`config.mk`:
```
export PLATFORM = sky130hd
export DESIGN_NAME = fft_window_coefficient_generator
export DESIGN_NICKNAME = d
export VERILOG_FILES = /design/src/hw/rtl/wfg_pkg.sv /design/src/hw/rtl/wfg_mul.sv /design/src/hw/rtl/wfg_div.sv /design/src/hw/rtl/wfg_cordic.sv /design/src/hw/rtl/fft_window_coefficient_generator.sv
export SDC_FILE = /design/constraint.sdc
export NUM_CORES = 2
export LEC_CHECK = 0
export BUFFER_PORTS_ARGS = -buffer_cell sky130_fd_sc_hd__buf_2
export CORE_MARGIN = 8
export CORE_UTILIZATION = 30
export DETAILED_ROUTE_END_ITERATION = 6
export SLEW_MARGIN = 40
export SYNTH_ARGS = -nofsm -noshare
export SYNTH_HDL_FRONTEND = slang
export SYNTH_HIERARCHICAL = 1
export SYNTH_SLANG_ARGS = --single-unit
```
`constraint.sdc`:
```
create_clock -name i_clk -period 11 [get_ports i_clk]
set_input_delay 1.1 -clock i_clk [delete_from_list [all_inputs] [get_ports i_clk]]
set_output_delay 1.1 -clock i_clk [all_outputs]
set_load 0.01 [all_outputs]
```
`src/hw/rtl/wfg_pkg.sv`:
```
// Shared types, constants and coefficient tables of the window coefficient generator.
package wfg_pkg;

    localparam int DEFAULT_MAX_LENGTH = 4096;
    localparam int IDX_W  = 12;
    localparam int LEN_W  = 13;
    localparam int TYPE_W = 4;
    localparam int COEF_W = 21;
    localparam int SUM_W  = 36;
    localparam int CFG_IDX_W = 2;

    localparam logic [CFG_IDX_W-1:0] REG_WINDOW_TYPE   = 2'd0;
    localparam logic [CFG_IDX_W-1:0] REG_WINDOW_LENGTH = 2'd1;

    localparam logic [LEN_W-1:0] LENGTH_RESET = 13'd1024;

    localparam logic [TYPE_W-1:0] WIN_NONE     = 4'd0;
    localparam logic [TYPE_W-1:0] WIN_CONSTANT = 4'd1;
    localparam logic [TYPE_W-1:0] WIN_RAISED   = 4'd2;
    localparam logic [TYPE_W-1:0] WIN_HAMMING  = 4'd3;
    localparam logic [TYPE_W-1:0] WIN_HANN     = 4'd4;
    localparam logic [TYPE_W-1:0] WIN_BLACKMAN = 4'd5;
    localparam logic [TYPE_W-1:0] WIN_BHARRIS  = 4'd6;
    localparam logic [TYPE_W-1:0] WIN_GAUSSIAN = 4'd7;
    localparam logic [TYPE_W-1:0] WIN_FLAT_TOP = 4'd8;

    localparam int CORDIC_STEPS = 17;
    localparam logic signed [32:0] CORDIC_X0 = 33'sd652032874;

    // exponent argument at which the Gaussian underflows to zero (12.0 in Q16)
    localparam logic [22:0] GAUSS_LIMIT = 23'd786432;
    localparam logic [31:0] GAUSS_SCALE = 32'd50;

    typedef struct packed {
        logic        start;
        logic [25:0] rem_init;
        logic [48:0] num;
        logic [25:0] divisor;
        logic [5:0]  steps;
    } t_div_req;

    typedef struct packed {
        logic        done;
        logic [22:0] quot;
    } t_div_rsp;

    typedef struct packed {
        logic        start;
        logic [19:0] phase;
    } t_cor_req;

    typedef struct packed {
        logic               done;
        logic signed [17:0] cosine;
    } t_cor_rsp;

    // cosine term weights in Q16, term k multiplies cos(2 pi k i / D)
    function automatic logic signed [17:0] weight(input logic [3:0] t, input logic [2:0] k);
        logic signed [17:0] w;
        w = '0;
        unique case (t)
            WIN_NONE:     if (k == 3'd0) w = 18'sd65536;
            WIN_CONSTANT: if (k == 3'd0) w = 18'sd46334;
            WIN_RAISED, WIN_HANN: begin
                if (k == 3'd0) w = 18'sd32768;
                if (k == 3'd1) w = -18'sd32768;
            end
            WIN_HAMMING: begin
                if (k == 3'd0) w = 18'sd35389;
                if (k == 3'd1) w = -18'sd30147;
            end
            WIN_BLACKMAN: begin
                if (k == 3'd0) w = 18'sd27525;
                if (k == 3'd1) w = -18'sd32768;
                if (k == 3'd2) w = 18'sd5243;
            end
            WIN_BHARRIS: begin
                if (k == 3'd0) w = 18'sd27737;
                if (k == 3'd1) w = -18'sd32607;
                if (k == 3'd2) w = 18'sd5192;
            end
            WIN_FLAT_TOP: begin
                if (k == 3'd0) w = 18'sd65536;
                if (k == 3'd1) w = -18'sd126484;
                if (k == 3'd2) w = 18'sd84541;
                if (k == 3'd3) w = -18'sd25428;
                if (k == 3'd4) w = 18'sd2097;
            end
            default: w = '0;
        endcase
        return w;
    endfunction

    // rotation angles in Q20 turns
    function automatic logic [17:0] atan_q20(input logic [4:0] idx);
        logic [17:0] a;
        unique case (idx)
            5'd0:  a = 18'd131072;
            5'd1:  a = 18'd77376;
            5'd2:  a = 18'd40884;
            5'd3:  a = 18'd20753;
            5'd4:  a = 18'd10417;
            5'd5:  a = 18'd5213;
            5'd6:  a = 18'd2607;
            5'd7:  a = 18'd1304;
            5'd8:  a = 18'd652;
            5'd9:  a = 18'd326;
            5'd10: a = 18'd163;
            5'd11: a = 18'd81;
            5'd12: a = 18'd41;
            5'd13: a = 18'd20;
            5'd14: a = 18'd10;
            5'd15: a = 18'd5;
            5'd16: a = 18'd3;
            default: a = '0;
        endcase
        return a;
    endfunction

    // exp(-2^(j-16)) in Q30
    function automatic logic [29:0] exp_q30(input logic [4:0] j);
        logic [29:0] e;
        unique case (j)
            5'd0:  e = 30'd1073725440;
            5'd1:  e = 30'd1073709056;
            5'd2:  e = 30'd1073676290;
            5'd3:  e = 30'd1073610760;
            5'd4:  e = 30'd1073479712;
            5'd5:  e = 30'd1073217664;
            5'd6:  e = 30'd1072693761;
            5'd7:  e = 30'd1071646719;
            5'd8:  e = 30'd1069553824;
            5'd9:  e = 30'd1065385899;
            5'd10: e = 30'd1057095001;
            5'd11: e = 30'd1040706261;
            5'd12: e = 30'd1008687095;
            5'd13: e = 30'd947573834;
            5'd14: e = 30'd836230973;
            5'd15: e = 30'd651257332;
            5'd16: e = 30'd395007542;
            5'd17: e = 30'd145315154;
            5'd18: e = 30'd19666268;
            5'd19: e = 30'd360200;
            default: e = '0;
        endcase
        return e;
    endfunction

endpackage

```
`src/hw/rtl/wfg_mul.sv`:
```
// Shared signed 32 x 32 multiplier with registered product.
module wfg_mul (
    input  logic               i_clk,
    input  logic signed [31:0] i_a,
    input  logic signed [31:0] i_b,
    output logic signed [63:0] o_prod
);

    logic signed [63:0] r_prod;

    always_ff @(posedge i_clk) begin
        r_prod <= i_a * i_b;
    end

    assign o_prod = r_prod;

endmodule

```
`src/hw/rtl/wfg_div.sv`:
```
// Shared restoring divider, one quotient bit per cycle.
module wfg_div (
    input  logic              i_clk,
    input  logic              i_rst_n,
    input  wfg_pkg::t_div_req i_req,
    output wfg_pkg::t_div_rsp o_rsp
);

    logic        r_busy;
    logic        r_done;
    logic [25:0] r_rem;
    logic [48:0] r_num;
    logic [25:0] r_div;
    logic [22:0] r_quot;
    logic [5:0]  r_cnt;
    logic [26:0] trial;
    logic [26:0] diff;
    logic        fits;

    assign trial = {r_rem, r_num[48]};
    assign fits  = trial >= {1'b0, r_div};
    assign diff  = trial - {1'b0, r_div};

    always_ff @(posedge i_clk) begin
        if (!i_rst_n) begin
            r_busy <= 1'b0;
            r_done <= 1'b0;
        end else begin
            r_done <= 1'b0;
            if (i_req.start) begin
                r_busy <= 1'b1;
                r_rem  <= i_req.rem_init;
                r_num  <= i_req.num;
                r_div  <= i_req.divisor;
                r_cnt  <= i_req.steps;
                r_quot <= '0;
            end else if (r_busy) begin
                r_rem  <= fits ? diff[25:0] : trial[25:0];
                r_num  <= {r_num[47:0], 1'b0};
                r_quot <= {r_quot[21:0], fits};
                r_cnt  <= r_cnt - 6'd1;
                if (r_cnt == 6'd1) begin
                    r_busy <= 1'b0;
                    r_done <= 1'b1;
                end
            end
        end
    end

    assign o_rsp.done = r_done;
    assign o_rsp.quot = r_quot;

endmodule

```
`src/hw/rtl/wfg_cordic.sv`:
```
// Iterative CORDIC cosine of a 20-bit phase, one rotation per cycle.
module wfg_cordic (
    input  logic              i_clk,
    input  logic              i_rst_n,
    input  wfg_pkg::t_cor_req i_req,
    output wfg_pkg::t_cor_rsp o_rsp
);

    logic               r_busy;
    logic               r_done;
    logic               r_neg;
    logic [4:0]         r_i;
    logic signed [32:0] r_x;
    logic signed [32:0] r_y;
    logic signed [20:0] r_z;
    logic signed [20:0] z0;
    logic signed [20:0] zf;
    logic               negf;
    logic signed [32:0] dx;
    logic signed [32:0] dy;
    logic signed [20:0] ang;
    logic signed [32:0] xr;
    logic signed [17:0] cl;

    // fold into a quarter turn either side of zero; a half-turn shift negates
    always_comb begin
        z0   = {i_req.phase[19], i_req.phase};
        zf   = z0;
        negf = 1'b0;
        if (z0 > 21'sd262144) begin
            zf   = z0 - 21'sd524288;
            negf = 1'b1;
        end else if (z0 < -21'sd262144) begin
            zf   = z0 + 21'sd524288;
            negf = 1'b1;
        end
    end

    assign dx  = r_y >>> r_i;
    assign dy  = r_x >>> r_i;
    assign ang = {3'b000, wfg_pkg::atan_q20(r_i)};

    always_ff @(posedge i_clk) begin
        if (!i_rst_n) begin
            r_busy <= 1'b0;
            r_done <= 1'b0;
        end else begin
            r_done <= 1'b0;
            if (i_req.start) begin
                r_busy <= 1'b1;
                r_x    <= wfg_pkg::CORDIC_X0;
                r_y    <= '0;
                r_z    <= zf;
                r_neg  <= negf;
                r_i    <= '0;
            end else if (r_busy) begin
                if (!r_z[20]) begin
                    r_x <= r_x - dx;
                    r_y <= r_y + dy;
                    r_z <= r_z - ang;
                end else begin
                    r_x <= r_x + dx;
                    r_y <= r_y - dy;
                    r_z <= r_z + ang;
                end
                r_i <= r_i + 5'd1;
                if (r_i == 5'(wfg_pkg::CORDIC_STEPS - 1)) begin
                    r_busy <= 1'b0;
                    r_done <= 1'b1;
                end
            end
        end
    end

    always_comb begin
        xr = (r_x + 33'sd8192) >>> 14;
        if (xr > 33'sd65536) begin
            cl = 18'sd65536;
        end else if (xr < -33'sd65536) begin
            cl = -18'sd65536;
        end else begin
            cl = xr[17:0];
        end
    end

    assign o_rsp.done   = r_done;
    assign o_rsp.cosine = r_neg ? -cl : cl;

endmodule

```
`src/hw/rtl/fft_window_coefficient_generator.sv`:
```
// Top level: sequencer that builds window coefficients and their running sum.
//
// One sample index is taken at a time; the input stalls until its result is
// loaded into the output register. Unused codes and an index beyond the
// window length go straight to the output, and none and constant need no
// cosine term. Each cosine term takes one modulo step, a divider pass for 20
// quotient bits, 17 CORDIC rotations and one multiply-add; Hann, Hamming and
// raised cosine have one term, Blackman and Blackman-Harris two and flat top
// four. Gaussian runs a divider pass for 49 quotient bits and, unless the
// exponent argument underflows, the serial exponential product with one
// multiply per set bit of the argument. A stalled output register holds the
// sequencer until the result can be loaded. The divider and the 32 x 32
// multiplier are shared by the cosine terms and the Gaussian steps, and the
// CORDIC unit by all cosine terms. An index at or beyond the window length
// returns a flag, a zero coefficient and the unchanged sum. The window
// length is clamped to 2 .. MAX_LENGTH.
module fft_window_coefficient_generator #(
    parameter int MAX_LENGTH = wfg_pkg::DEFAULT_MAX_LENGTH
) (
    input  logic                                i_clk,
    input  logic                                i_rst_n,
    input  logic                                i_cfg_valid,
    output logic                                o_cfg_ready,
    input  logic [wfg_pkg::CFG_IDX_W-1:0]       i_cfg_index,
    input  logic [wfg_pkg::LEN_W-1:0]           i_cfg_data,
    input  logic                                i_in_valid,
    output logic                                o_in_stall,
    input  logic [wfg_pkg::IDX_W-1:0]           i_sample_index,
    output logic                                o_out_valid,
    input  logic                                i_out_stall,
    output logic signed [wfg_pkg::COEF_W-1:0]   o_coefficient,
    output logic signed [wfg_pkg::SUM_W-1:0]    o_running_sum,
    output logic                                o_index_out_of_range
);

    localparam logic [3:0] S_IDLE = 4'd0;
    localparam logic [3:0] S_PREP = 4'd1;
    localparam logic [3:0] S_MOD  = 4'd2;
    localparam logic [3:0] S_DIV  = 4'd3;
    localparam logic [3:0] S_COR  = 4'd4;
    localparam logic [3:0] S_ACC  = 4'd5;
    localparam logic [3:0] S_RND  = 4'd6;
    localparam logic [3:0] S_G0   = 4'd7;
    localparam logic [3:0] S_G1   = 4'd8;
    localparam logic [3:0] S_G2   = 4'd9;
    localparam logic [3:0] S_G3   = 4'd10;
    localparam logic [3:0] S_GDIV = 4'd11;
    localparam logic [3:0] S_GEXP = 4'd12;
    localparam logic [3:0] S_GMUL = 4'd13;
    localparam logic [3:0] S_GOUT = 4'd14;
    localparam logic [3:0] S_FIN  = 4'd15;

    localparam logic [16:0] MAX_L = 17'(MAX_LENGTH);

    logic [3:0]         r_state;
    logic [3:0]         r_type;
    logic [12:0]        r_len;
    logic signed [35:0] r_sum;
    logic [11:0]        r_idx;
    logic [12:0]        r_d;
    logic               r_oor;
    logic [12:0]        r_m;
    logic [2:0]         r_k;
    logic signed [39:0] r_acc;
    logic signed [20:0] r_coef;
    logic [25:0]        r_sq;
    logic [25:0]        r_dd;
    logic [19:0]        r_a;
    logic [30:0]        r_r;
    logic [4:0]         r_j;
    logic               r_out_valid;
    logic signed [20:0] r_out_coef;
    logic signed [35:0] r_out_sum;
    logic               r_out_oor;

    logic [12:0]        len_eff;
    logic               accept;
    logic               load;
    logic signed [17:0] w_cur;
    logic signed [17:0] w0;
    logic [13:0]        m_sum;
    logic [12:0]        m_next;
    logic [12:0]        two_i;
    logic [12:0]        s_abs;
    logic signed [31:0] mul_a;
    logic signed [31:0] mul_b;
    logic signed [63:0] prod;
    logic signed [63:0] g_rnd;
    logic signed [39:0] acc_rnd;
    logic signed [20:0] coef_sat;
    logic [30:0]        r_plus;
    logic signed [36:0] sum_add;
    logic signed [35:0] sum_new;

    wfg_pkg::t_div_req div_req;
    wfg_pkg::t_div_rsp div_rsp;
    wfg_pkg::t_cor_req cor_req;
    wfg_pkg::t_cor_rsp cor_rsp;

    wfg_mul u_mul (
        .i_clk  (i_clk),
        .i_a    (mul_a),
        .i_b    (mul_b),
        .o_prod (prod)
    );

    wfg_div u_div (
        .i_clk   (i_clk),
        .i_rst_n (i_rst_n),
        .i_req   (div_req),
        .o_rsp   (div_rsp)
    );

    wfg_cordic u_cordic (
        .i_clk   (i_clk),
        .i_rst_n (i_rst_n),
        .i_req   (cor_req),
        .o_rsp   (cor_rsp)
    );

    assign o_cfg_ready = 1'b1;
    assign o_in_stall  = (r_state != S_IDLE);
    assign accept      = i_in_valid && (r_state == S_IDLE);
    assign load        = (r_state == S_FIN) && (!r_out_valid || !i_out_stall);

    always_comb begin
        if (r_len < 13'd2) begin
            len_eff = 13'd2;
        end else if ({4'b0000, r_len} > MAX_L) begin
            len_eff = MAX_L[12:0];
        end else begin
            len_eff = r_len;
        end
    end

    assign w_cur = wfg_pkg::weight(r_type, r_k);
    assign w0    = wfg_pkg::weight(r_type, 3'd0);

    // phase index advances by i per term: (m + i) stays below 2D
    assign m_sum  = {1'b0, r_m} + {2'b00, r_idx};
    assign m_next = (m_sum >= {1'b0, r_d}) ? 13'(m_sum - {1'b0, r_d}) : m_sum[12:0];

    assign two_i = {r_idx, 1'b0};
    assign s_abs = (two_i >= r_d) ? two_i - r_d : r_d - two_i;

    always_comb begin
        div_req.start = ((r_state == S_MOD) && (w_cur != '0)) || (r_state == S_G3);
        if (r_state == S_G3) begin
            div_req.rem_init = '0;
            div_req.num      = {prod[32:0], 16'b0} + {24'b0, r_dd[25:1]};
            div_req.divisor  = r_dd;
            div_req.steps    = 6'd49;
        end else begin
            div_req.rem_init = {13'b0, m_next};
            div_req.num      = {8'b0, r_d[12:1], 29'b0};
            div_req.divisor  = {13'b0, r_d};
            div_req.steps    = 6'd20;
        end
    end

    assign cor_req.start = (r_state == S_DIV) && div_rsp.done;
    assign cor_req.phase = div_rsp.quot[19:0];

    always_comb begin
        unique case (r_state)
            S_COR: begin
                mul_a = {{14{w_cur[17]}}, w_cur};
                mul_b = {{14{cor_rsp.cosine[17]}}, cor_rsp.cosine};
            end
            S_G0: begin
                mul_a = {19'b0, s_abs};
                mul_b = {19'b0, s_abs};
            end
            S_G1: begin
                mul_a = {19'b0, r_d};
                mul_b = {19'b0, r_d};
            end
            S_G2: begin
                mul_a = {6'b0, r_sq};
                mul_b = wfg_pkg::GAUSS_SCALE;
            end
            S_GEXP: begin
                mul_a = {1'b0, r_r};
                mul_b = {2'b00, wfg_pkg::exp_q30(r_j)};
            end
            default: begin
                mul_a = '0;
                mul_b = '0;
            end
        endcase
    end

    assign g_rnd   = prod + 64'sd536870912;
    assign acc_rnd = (r_acc + 40'sd32768) >>> 16;
    assign r_plus  = r_r + 31'd8192;

    always_comb begin
        if (acc_rnd > 40'sd1048575) begin
            coef_sat = 21'sd1048575;
        end else if (acc_rnd < -40'sd1048576) begin
            coef_sat = -21'sd1048576;
        end else begin
            coef_sat = acc_rnd[20:0];
        end
    end

    assign sum_add = {r_sum[35], r_sum} + {{16{r_coef[20]}}, r_coef};

    always_comb begin
        if (r_idx == '0) begin
            sum_new = {{15{r_coef[20]}}, r_coef};
        end else if (sum_add[36] != sum_add[35]) begin
            // saturate on overflow
            sum_new = sum_add[36] ? {1'b1, 35'b0} : {1'b0, {35{1'b1}}};
        end else begin
            sum_new = sum_add[35:0];
        end
    end

    always_ff @(posedge i_clk) begin
        if (!i_rst_n) begin
            r_type      <= wfg_pkg::WIN_NONE;
            r_len       <= wfg_pkg::LENGTH_RESET;
            r_sum       <= '0;
            r_state     <= S_IDLE;
            r_out_valid <= 1'b0;
        end else begin
            if (i_cfg_valid) begin
                if (i_cfg_index == wfg_pkg::REG_WINDOW_TYPE) begin
                    r_type <= i_cfg_data[3:0];
                end else if (i_cfg_index == wfg_pkg::REG_WINDOW_LENGTH) begin
                    r_len <= i_cfg_data;
                end
            end

            if (load) begin
                r_out_valid <= 1'b1;
            end else if (!i_out_stall) begin
                r_out_valid <= 1'b0;
            end

            unique case (r_state)
                S_IDLE: begin
                    if (accept) begin
                        r_idx   <= i_sample_index;
                        r_d     <= len_eff - 13'd1;
                        r_oor   <= {1'b0, i_sample_index} >= len_eff;
                        r_coef  <= '0;
                        r_state <= S_PREP;
                    end
                end
                S_PREP: begin
                    if (r_oor || (r_type > wfg_pkg::WIN_FLAT_TOP)) begin
                        r_state <= S_FIN;
                    end else if (r_type == wfg_pkg::WIN_GAUSSIAN) begin
                        r_state <= S_G0;
                    end else begin
                        r_acc   <= {{6{w0[17]}}, w0, 16'b0};
                        r_k     <= 3'd1;
                        r_m     <= '0;
                        r_state <= S_MOD;
                    end
                end
                S_MOD: begin
                    r_m <= m_next;
                    if (w_cur != '0) begin
                        r_state <= S_DIV;
                    end else if (r_k == 3'd4) begin
                        r_state <= S_RND;
                    end else begin
                        r_k <= r_k + 3'd1;
                    end
                end
                S_DIV: begin
                    if (div_rsp.done) begin
                        r_state <= S_COR;
                    end
                end
                S_COR: begin
                    if (cor_rsp.done) begin
                        r_state <= S_ACC;
                    end
                end
                S_ACC: begin
                    r_acc <= r_acc + prod[39:0];
                    if (r_k == 3'd4) begin
                        r_state <= S_RND;
                    end else begin
                        r_k     <= r_k + 3'd1;
                        r_state <= S_MOD;
                    end
                end
                S_RND: begin
                    r_coef  <= coef_sat;
                    r_state <= S_FIN;
                end
                S_G0: begin
                    r_state <= S_G1;
                end
                S_G1: begin
                    r_sq    <= prod[25:0];
                    r_state <= S_G2;
                end
                S_G2: begin
                    r_dd    <= prod[25:0];
                    r_state <= S_G3;
                end
                S_G3: begin
                    r_state <= S_GDIV;
                end
                S_GDIV: begin
                    if (div_rsp.done) begin
                        if (div_rsp.quot >= wfg_pkg::GAUSS_LIMIT) begin
                            r_state <= S_FIN;
                        end else begin
                            r_a     <= div_rsp.quot[19:0];
                            r_r     <= 31'd1073741824;
                            r_j     <= 5'd19;
                            r_state <= S_GEXP;
                        end
                    end
                end
                S_GEXP: begin
                    if (r_a[r_j]) begin
                        r_state <= S_GMUL;
                    end else if (r_j == '0) begin
                        r_state <= S_GOUT;
                    end else begin
                        r_j <= r_j - 5'd1;
                    end
                end
                S_GMUL: begin
                    r_r <= g_rnd[60:30];
                    if (r_j == '0) begin
                        r_state <= S_GOUT;
                    end else begin
                        r_j     <= r_j - 5'd1;
                        r_state <= S_GEXP;
                    end
                end
                S_GOUT: begin
                    r_coef  <= {4'b0000, r_plus[30:14]};
                    r_state <= S_FIN;
                end
                S_FIN: begin
                    if (load) begin
                        r_out_coef <= r_coef;
                        r_out_oor  <= r_oor;
                        if (r_oor) begin
                            r_out_sum <= r_sum;
                        end else begin
                            r_out_sum <= sum_new;
                            r_sum     <= sum_new;
                        end
                        r_state <= S_IDLE;
                    end
                end
                default: r_state <= S_IDLE;
            endcase
        end
    end

    assign o_out_valid          = r_out_valid;
    assign o_coefficient        = r_out_coef;
    assign o_running_sum        = r_out_sum;
    assign o_index_out_of_range = r_out_oor;

endmodule
```
; ---- Word level (Yosys, flattened, before mapping)
; Memory sizes are Yosys's and may differ from the RTL's. A register that Yosys moved wholly into a read port is not among the register bits.
; Cells that the tools add are included.
[word_totals]
regBits = 615
mem_bits_ro = 1536
inputBits = 32
mem_count = 2
[classes]
addsub = 26
n_mul = 1
order_cmp = 15
eq_ne = 44
n_shift = 2
muxes = 104
n_bitwise = 5
reduce_logical = 49
[memory_table]
columns = memory, words, word_bits, read_ports, rd_clocked_by_memory_dff, write_ports, line_no
row1 = (name not given), 32, 30, 1, 1, 0, wfg_pkg.sv:123  ; unique case (j)
row2 = (name not given), 32, 18, 1, 1, 0, wfg_pkg.sv:97  ; unique case (idx)
[ops]
columns = operator, n
row1 = $pmux W32 S5, 2
row2 = $mux W18, 13
row3 = $mux W21, 8
row4 = $mux W36, 4
row5 = $mux W33, 4
row6 = $pmux W18 S7, 1
row7 = $pmux W17 S6, 1
row8 = $mux W49, 2
row9 = $mux W94, 1
row10 = $mux W40, 2
row11 = $pmux W40 S2, 1
row12 = $mux W13, 6
row13 = $mux W26, 3
row14 = $add A33 B33 Y33, 2
row15 = $sshr A33 B5 Y33, 2
row16 = $sub A33 B33 Y33, 2
row17 = $pmux W21 S3, 1
row18 = $mux W31, 2
row19 = $pmux W31 S2, 1
row20 = $add A61 B31 Y61 const B, 1
row21 = $mul A32 B32 Y61, 1
row22 = $pmux W4 S15, 1
row23 = $add A49 B25 Y49, 1
row24 = $mux W16, 3
row25 = 81 further kinds, 181

; ---- Longest topological paths before layout
[logic_depth]
word_depth = 12
ltp_mapped = 47

; ---- Modules after synthesis
; Netlist, hierarchy kept.
[by_module_without_submodules]
columns = module, n_inst, cells_per_inst, area_per_inst_um2, seq_area_each_um2
row1 = wfg_mul, 1, 3906, 37353.3, 1281.2
row2 = fft_window_coefficient_generator, 1, 2648, 24369.6, 9839.4
row3 = wfg_cordic, 1, 1866, 15927.8, 3193.1
row4 = wfg_div, 1, 554, 6947.9, 3943.8

; ---- Least setup slack after synthesis
; No wires, ideal clock.
[synth_timing]
path_kind = register to register
from = register u_cordic.r_x[19]
to = register, netlist name u_mul/o_prod[63]
setup_ns = 0.072
t_arrival_ns = 10.879
required_time_ns = 10.928
slack_ns = 0.049
path_stages_with_launch = 45
path_buffers = 2
cell_sequence = edfxtp_1 -> clkbuf_1 -> nand4_1 -> nor4_1 -> o211ai_1 -> o21a_1 -> o21ai_0 -> o211ai_1 -> o311a_1 -> inv_1 -> nand2_1 -> ha_1 -> inv_1 -> nand2_1 -> nand2_1 -> a21oi_1 -> nor3_1 -> a22oi_1 -> [9 not listed] -> fa_1 -> inv_1 -> fa_1 -> inv_1 -> fa_1 -> inv_1 -> fa_1 -> inv_1 -> fa_1 -> ha_1 -> a21oi_1 -> and3_1 -> a221o_1 -> a21oi_2 -> a2111oi_2 -> o31ai_1 -> a21oi_1 -> xnor2_1
[synth_lines]
columns = element, line_no
row1 = "start, declared", wfg_cordic.sv:13  ; logic signed [32:0] r_x;
row2 = "start signal, assigned", wfg_cordic.sv:51  ; r_x <= wfg_pkg::CORDIC_X0;
row3 = "start signal, assigned", wfg_cordic.sv:58  ; r_x <= r_x - dx;
row4 = "start signal, assigned", wfg_cordic.sv:62  ; r_x <= r_x + dx;

==> flow_summary_export.csv <==
group,metric,value,unit
floorplanning,core,0.2784,mm²
setup_path,startpoint_type,"register",
setup_path,cp_max_fo,7,
status,status,"finished with violations",
place,gp_congestion,0.9356,
clocking,cts.path.max_buffers,3,
routing,vias,65270,
clocking,root_buffer,"clkbuf_16",
sta,drv_slew,0,
sta,fin_ws,0.2824,ns
sta,max_freq,0.09330,GHz
setup_path,rrSetupSlack,0.28,ns
floorplanning,start_util,30.08,%
clocking,clk_pin_slew,0.06,ns
setup_path,reg2regPathDepth,45,
global_routing,grt_pass1_vias,65030,
clocking,numCtsBuffers,75,
pwr,ir_worst_vdd,96.31,µV
worst_hold_path,hp-class,"register to register",
yosys,syn_area_per_cell,9.418,µm²
final_layout,area_growth,11.60,%
final_layout,drive_gt1_share,11.08,%
sta,fin_crit,10.72,ns
job,drv_cap,0,
routing,wl,242.8,mm
global_routing,grt_pass1_wl,380.2,mm
routing,viasPerCell,5.097,
final_layout,final_nets,10600,
place,pre_cts_ws,0.05414,ns
sta,final-hold-violation-count,0,
sta,finalClockSkew,0.03167,ns
pwr,p_per_area,93.72,mW/mm²
floorplanning,die_h,544.3,µm
setup_path,crit_end,"u_mul/o_prod[60]$_DFF_P_",
place,dpl.hpwl,186.2,mm
place,portBuffers,91,
setup_path,arrival,11.27,ns
floorplanning,rows,194,
final_layout,layout.cells.most_common,"inv_1",
pwr,p_leak,41.26,nW
setup_path,crit_path_max_incr_delay,0.57,ns
clocking,htree_levels,3,
setup_path,startpoint,"u_cordic/r_x[13]$_SDFFCE_PP1P_",
global_routing,antenna_found_initial,5,
global_routing,grtUsageTotal,15.96,%
sta,fin_crit_sh,97.43,%
final_layout,fillers,28460,
floorplanning,dieWidth,544.3,µm
clocking,insertion_delay,0.69,ns
setup_path,endpoint_kind,"register",
setup_path,r2r-end,"u_mul/o_prod[60]$_DFF_P_",
final_layout,mostFrequentLayoutCells,"1116 x inv_1, 1060 x fa_1, 1038 x nand2_1",
yosys,syn-cell-area,0.08373,mm²
floorplanning,ios,93,
clocking,cts_tree,"built",
routing,routedWlPerCell,18.96,µm
sta,finalSetupTns,0,ns
sta,relSlewSlack,40.38,%
setup_path,crit_path_frequent_cell,"fa_1",
setup_path,rr_startpoint,"u_cordic/r_x[13]$_SDFFCE_PP1P_",
routing,drc_errors,8,
status,failed_checks,"design-rule violations",
routing,firstDrtPassIters,7,
worst_hold_path,hold_start,"r_sum[9]$_SDFFE_PN0P_",
routing,drtIter0Drc,5524,
global_routing,overflow,0,
global_routing,grt_max_degree,75,
clocking,hold_buffers,0,
floorplanning,dieArea,0.2963,mm²
sta,finalSetupViolCount,0,
routing,ant_nets,0,
yosys,synth_warnings,6,
setup_path,required,11.55,ns
yosys,synth_cells,8891,
sta,worst_pin_slew,0.8924,ns
setup_path,critPathSlowestCell,"fa_1",
setup_path,worstSetupPathType,"register to register",
clocking,clock-sinks,663,
==> registers in the layout (all words and copies together), names as in the netlist, 18 cells and up, named ones only <==
| name | flops |
|---|---|
| r_sum | 36 |
| u_div/r_div | 26 |
| r_a | 20 |
| u_div/r_rem | 26 |
| u_cordic/ang | 18 |
| r_acc | 40 |
| o_coefficient | 21 |
| u_mul/o_prod | 61 |
| r_sq | 26 |
| u_cordic/r_y | 33 |
| r_coef | 21 |
| u_div/r_num | 49 |
| u_div/r_quot | 23 |
| u_cordic/r_z | 21 |
| o_running_sum | 36 |
| r_dd | 26 |
| r_r | 31 |
| u_cordic/r_x | 33 |
==> where the power goes <==
group / internal (mW) / switching [mW]
combinational: 1.13 / 1.85
clock: 1.49 / 1.15
sequential: 2.94 / 0.213
total: 5.55 / 3.20
==> worst max-delay path: cells and delay by family, from the launching register on <==
| family | cells | cell delay, ns |
|---|---|---|
| AO/OA/AOI/OAI | 10 | 1.98 |
| XOR/XNOR | 1 | 0.13 |
| adder cells (fa/ha/maj) | 11 | 4.73 |
| buffers and inverters | 10 | 1.22 |
| flip-flops | 1 | 0.41 |
| multiplexers | 1 | 0.27 |
| AND/OR/NAND/NOR | 12 | 1.83 |
==> cell type report <==
| cell class | count | area (µm²) | area share [%] |
|---|---|---|---|
| antenna | 3 | 7.507 | 0.008034 |
| clock buffer | 91 | 1998 | 2.138 |
| multi-input combinational | 6650 | 59840 | 64.04 |
| timing repair buffer | 496 | 3936 | 4.212 |
| inverter | 1131 | 4254 | 4.553 |
| tap | 3724 | 4659 | 4.986 |
| clock inverter | 48 | 553.0 | 0.5918 |
| sequential | 663 | 18200 | 19.47 |
==> through the flow <==
stage	total power, mW	utilization (%)	std cells	instance area, µm²	hold slack [ns]
5_1_grt	9.181	33.56	12800	93440	0.5137
4_1_cts	8.774	33.38	12790	92950	0.4938
2_1_floorplan	5.066	-	8906	83790	0.4145
6_report	8.757	33.56	12810	93440	0.4917
3_5_place_dp	6.105	32.47	12650	90390	0.4869
3_3_place_gp	6.097	32.43	12650	90290	0.4817
==> layer usage <==
layer / part of all wire (%) / vias up / global-route usage, %
li1: - / 29960 / -
met1: 46 / 32710 / 23.00
met2: 44 / 2232 / 25.23
met3: 7.4 / 362 / 2.207
met4: 2.6 / 2 / 4.088
met5: 0.0054 / - / 0
==> worst min-delay path by stage <==
stage | to | slack, ns | depth (start not counted)
2_1_floorplan | u_div/r_done$_SDFF_PP0_ | 0.41 | 2
3_3_place_gp | r_len[8]$_SDFFE_PN0P_ | 0.48 | 2
3_5_place_dp | r_sum[16]$_SDFFE_PN0P_ | 0.49 | 2
4_1_cts | r_sum[9]$_SDFFE_PN0P_ | 0.49 | 2
5_1_grt | r_len[3]$_SDFFE_PN0P_ | 0.51 | 2
6_report | r_sum[9]$_SDFFE_PN0P_ | 0.49 | 2
==> timing repair <==
item	4_1_cts	5_1_grt
gates cloned	0	2
gates resized for setup	2	83
endpoints found under the setup margin	2	20
pin swaps	0	33
setup buffers	0	12
(Power assumes the default switching activity.)
